===== src/rtl/crarm_ram.sv =====
// ----------------------------------------------------------------------------
// crarm_ram: generic simple dual-port RAM
// One write port, one read port, registered read data.
// ----------------------------------------------------------------------------
module crarm_ram #(
  parameter int WIDTH = 8,
  parameter int DEPTH = 16
) (
  input  logic                     clk_i,
  input  logic                     we_i,
  input  logic [$clog2(DEPTH)-1:0] waddr_i,
  input  logic [WIDTH-1:0]         wdata_i,
  input  logic                     re_i,
  input  logic [$clog2(DEPTH)-1:0] raddr_i,
  output logic [WIDTH-1:0]         rdata_o
);

  logic [WIDTH-1:0] mem_q [DEPTH];

  always_ff @(posedge clk_i) begin
    if (we_i) begin
      mem_q[waddr_i] <= wdata_i;
    end
    if (re_i) begin
      rdata_o <= mem_q[raddr_i];
    end
  end

endmodule


===== config.mk =====
export PLATFORM = sky130hd
export DESIGN_NAME = crarm_ram
export DESIGN_NICKNAME = d
export VERILOG_FILES = /design/src/rtl/crarm_ram.sv
export SDC_FILE = /design/constraint.sdc
export NUM_CORES = 1
export LEC_CHECK = 0
export ABC_AREA = 1
export BUFFER_PORTS_ARGS = -buffer_cell sky130_fd_sc_hd__buf_4
export CAP_MARGIN = 0
export CORE_ASPECT_RATIO = 2
export CORE_MARGIN = 10
export CORE_UTILIZATION = 45
export DETAILED_ROUTE_END_ITERATION = 8
export PLACE_DENSITY = 0.58
export SLEW_MARGIN = 5
export SYNTH_ARGS = -nofsm -noshare
export SYNTH_HDL_FRONTEND = slang
export SYNTH_SLANG_ARGS = --single-unit

===== constraint.sdc =====
create_clock -name clk_i -period 1.3 [get_ports clk_i]
set_clock_uncertainty 0.1 [all_clocks]
set_input_delay 0 -clock clk_i [delete_from_list [all_inputs] [get_ports clk_i]]
set_output_delay 0 -clock clk_i [all_outputs]
set_load 0.01 [all_outputs]

### After elaboration in Yosys (flattened, before gate mapping)

Memories as Yosys holds them, arrays and structs flattened. A register that Yosys moved wholly into a read port is not among the register bits.
Index checks and enable logic that the tools add are counted.
W data, S select, Z words.

| cells by class | value |
|---|---|
| mux-type cells | 2 |

Operators by type and width:

| kind | number |
|---|---|
| $mux W1 | 2 |

| word-level totals | value |
|---|---|
| memories kept | 1 |
| bits in registers | 0 |
| logic and storage cells | 3 |
| memory bits (writable) | 128 |

Memories:

| memory | depth | width | rd ports | clocked after memory_dff | write ports | line | source |
|---|---|---|---|---|---|---|---|
| mem_q | 16 | 8 | 1 | 1 | 1 | 18 | `logic [WIDTH-1:0] mem_q [DEPTH];` |

### Logic depth before layout (Yosys ltp)

| depth | value |
|---|---|
| depth after elaboration | 2 |
| depth in mapped cells | 8 |
| depth with buffers taken out | 7 |

### Worst setup path after synthesis

OpenSTA, ideal clock, no wires.

| path | value |
|---|---|
| path type | in2reg |
| start point | input waddr_i[2] |
| end point | memory mem_q[10][0] (enable) |
| path buffers | 0 |
| setup slack | 0.249 ns |
| data required time | 0.830 ns |
| arrival | 0.581 ns |
| stages on the path | 2 |
| path through | nand3b_1 -> nor2_1 |

RTL lines:

| item | line | source |
|---|---|---|
| from (decl) | 11 | `input logic [$clog2(DEPTH)-1:0] waddr_i,` |
| to (decl) | 18 |  |

Straight into the memory's write port.

==> results.md <==
Clocking:
- The H-tree depth reported by CTS is 4.
- The root buffer selected by CTS is clkbuf_16.
- The setup fix buffers added after clock tree synthesis is 0.
- The number of sinks driven by the clock tree is 136.
- TritonCTS built the clock tree.
- No sink is reached through more buffers than the 2 on the longest clock path.
- The total CTS buffers is 17.
- The clock-pin slew on the worst setup and hold paths is roughly 0.06 ns.
- The worst-skew pair later-pin latency is 0.42 ns.

Finish:
- Measured on the finished design, the core utilization comes to 0.5599.
- The number of nets in the layout is 625.
- In the final layout, the share of cells above drive strength 1 is 0.1392.
- The final instance area is around 7000 um2.
- The number of antenna diodes is 0.
- Once layout is complete, the cells apart from fillers number 768.
- The area growth from synthesis to layout is 20.93%.

Timing:
- Setup repair after global routing left no endpoint under its margin.
- Summed over all failing endpoints, the final setup total negative slack is 0 ns.
- The number of failing setup endpoints in the final timing report is 0.
- Across all hold checks on the routed design, the worst slack comes to 0.07985 ns.
- The worst pin sits at a relative slew slack of 0.5949.
- The routed design could run at a clock period as short as 1.259 ns.
- The period utilization is 0.9682.
- The number of hold violations in the final report is 0.
- The measured slew at the worst slew-check pin is roughly 0.61 ns.
- The upper clock frequency limit is 794.5 MHz.
- The slack of the critical path is 0.04134 ns.
- The count of final max-slew check failures is 0.

Global route:
- The via count of the first global-routing pass is 4023.
- The wire length of the first global-routing pass is 22.28 mm.
- Across every metal layer, demand over resource in global routing totals 0.1635.
- In the global route stage, met3 resource usage came out at 0.03974.
- For met1 alone, demand over resource in global routing was 0.1698.
- In the global route stage, met2 resource usage came out at 0.2950.
- The number of antenna violations at the first check in global routing is 0.
- The most utilized layer in the global route result is met2.
- Global routing finished with a remaining overflow of 0.
- Entering global routing, the biggest net connects 34 pins.

Power and ir drop:
- The static power due to leakage is just over 3 nW.
- Across the VDD grid, the largest voltage drop is 0.001036 V.
- The power density of the placed cells is 1534 nW/um2.
- The total power is ~11 mW.

Flow run:
- Max-cap violations in this run came to 0.

Place:
- The number of placed cells counting well taps is between 700 and 800.
- The half-perimeter wire length of the detailed placement result is 9.328 mm.
- During placement, the flow inserted port buffers numbering 26.
- The placed instances occupy a cell area of around 6300 um2.
- The last weighted congestion value of the routability-driven placer is about 0.86.
- The setup slack after placement is -0.06006 ns.

Setup path:
- The endpoint class of the critical path is a register.
- The category of the most critical setup path is reg -> reg.
- Data arrives at the worst endpoint at 1.33 ns.
- The worst register-to-register path has a setup slack of 0.04 ns.
- The peak fanout along the critical path is 1.
- STA puts the critical path data required time at 1.37 ns.
- The category of the worst setup path launch point is a register.

Route:
- The DRC violation total after the first TritonRoute iteration is 316.
- The number of iterations in the first detailed-routing pass is 5.
- The detailed-route DRC error count is 0.
- The number of vias per cell after detailed routing is 5.159.
- Once detail routing completed, the nets flagged for antenna violations numbered 0.
- Dividing the detail-routed wire length by the instance count gives 18.72 um.
- The routed via count is approximately 4k.
- The detailed-route wire length is 14.38 mm.

Synth:
- For this run, the leading register cell type out of synthesis is edfxtp_1.
- The mapped netlist covers between 5000 and 6000 um2.
- The proportion of synthesized chip area in sequential cells is 0.6985.
- The cell count after synthesis came out at 551.
- The flip-flop and latch count after synthesis is 136.
- After synthesis, the share of flip-flops with an asynchronous set or reset is 0.
- Synthesis instantiated 11 different standard cells from the library.
- The synthesized net count is 570.
- Of the post-synthesis cell area, the dominant cell type holds 0.6985.
- Yosys printed 0 warnings.
- By count the netlist is led by nand2_1, edfxtp_1, inv_1.
- The cell type with the highest aggregate area in the netlist is edfxtp_1.
- Ranked by total cell area, the synthesized netlist is headed by edfxtp_1, nand2_1, nand3_1.
- The average footprint of a synthesized cell is around 11 um2.
- The most instantiated library cell after synthesis is nand2_1.
- The synthesized design contains roughly 140 enable-type register cells.

Floorplanning:
- The I/O pin count is 27.
- The die covers between 15000 and 20000 um2.
- The die is 181.2 um tall.
- In this run the horizontal extent of the chip is 100.6 um.
- The initial core utilization is 0.4630.
- In this run the standard cell core region covers 12630 um2.
- The number of placement rows is between 50 and 60.

Worst hold path:
- The min-delay analysis places its worst path in the category in -> reg.

Status:
- The run finished with clean final reports.
-- kinds of logic after synthesis --
logic type	Yosys count	synth area share
buffers and inverters	126	0.09394
and+or+nand+nor	289	0.2076
DFF	136	0.6985
-- flip-flops by register name, summed over array words and instances (netlist names) --
name,cells
rdata_o,8
mem_q,128
-- power breakdown --
group	switching [mW]	total [mW]	internal, mW	leakage (nW)
Clock	1.80	5.18	3.38	0.308
Combinational	0.457	0.701	0.243	1.52
Sequential	0.0268	4.97	4.94	1.24
Total	2.28	10.8	8.57	3.06
-- path summary, 6_finish.rpt --
check | startpoint | endpoint | cells past startpoint
max reg2reg | mem_q[4][3] | rdata_o[3] | 6
min | we_i | mem_q[0][2] | 4
max | mem_q[4][3] | rdata_o[3] | 6
min reg2reg | mem_q[11][6] | rdata_o[6] | 6
-- worst max-delay path, cell delays in order (launching register included) --
cell and delay, ns:
edfxtp_1 0.36, inv_1 0.07, nand2_1 0.05, nand3_1 0.08
nand3_1 0.16, nand3_1 0.13, nand2_1 0.06
-- layout by cell type, fill, tap and decap left out --
master | Yosys | final
buf_12 | 0 | 5
buf_4 | 4 | 44
bufinv_16 | 0 | 5
clkbuf_1 | 0 | 1
clkbuf_16 | 0 | 17
clkinv_1 | 0 | 1
clkinv_2 | 0 | 3
clkinv_4 | 0 | 2
clkinvlp_4 | 0 | 1
dlygate4sd3_1 | 0 | 11
edfxtp_1 | 136 | 136
inv_1 | 100 | 100
inv_2 | 2 | 2
inv_6 | 0 | 1
nand2_1 | 173 | 173
nand3_1 | 97 | 91
nand3_2 | 0 | 6
nand3b_1 | 2 | 2
nor2_1 | 17 | 17
-- routing by layer --
layer	up-vias	wire, um	part of all wire
li1	1886	-	-
met1	1924	5260	0.37
met2	132	8109	0.56
met3	20	643	0.045
met4	0	365	0.025
met5	-	0	0
-- timing repair --
| action | 4_1_cts | 5_1_grt |
|---|---|---|
| hold buffers | 11 | 0 |
| endpoints found under the hold margin | 144 | 0 |
| gates resized for setup | 0 | 6 |
| setup endpoints to repair | 0 | 3 |
-- layout make-up --
type	instances	area, um2
Multi-Input combinational cell	289	1244
Clock inverter	13	202.7
Tap cell	150	187.7
Clock buffer	18	429.2
Fill cell	1089	5557
Sequential cell	136	4084
Inverter	102	382.9
Timing Repair Buffer	60	540.5
No activity file was read; power rests on OpenSTA's default activity.
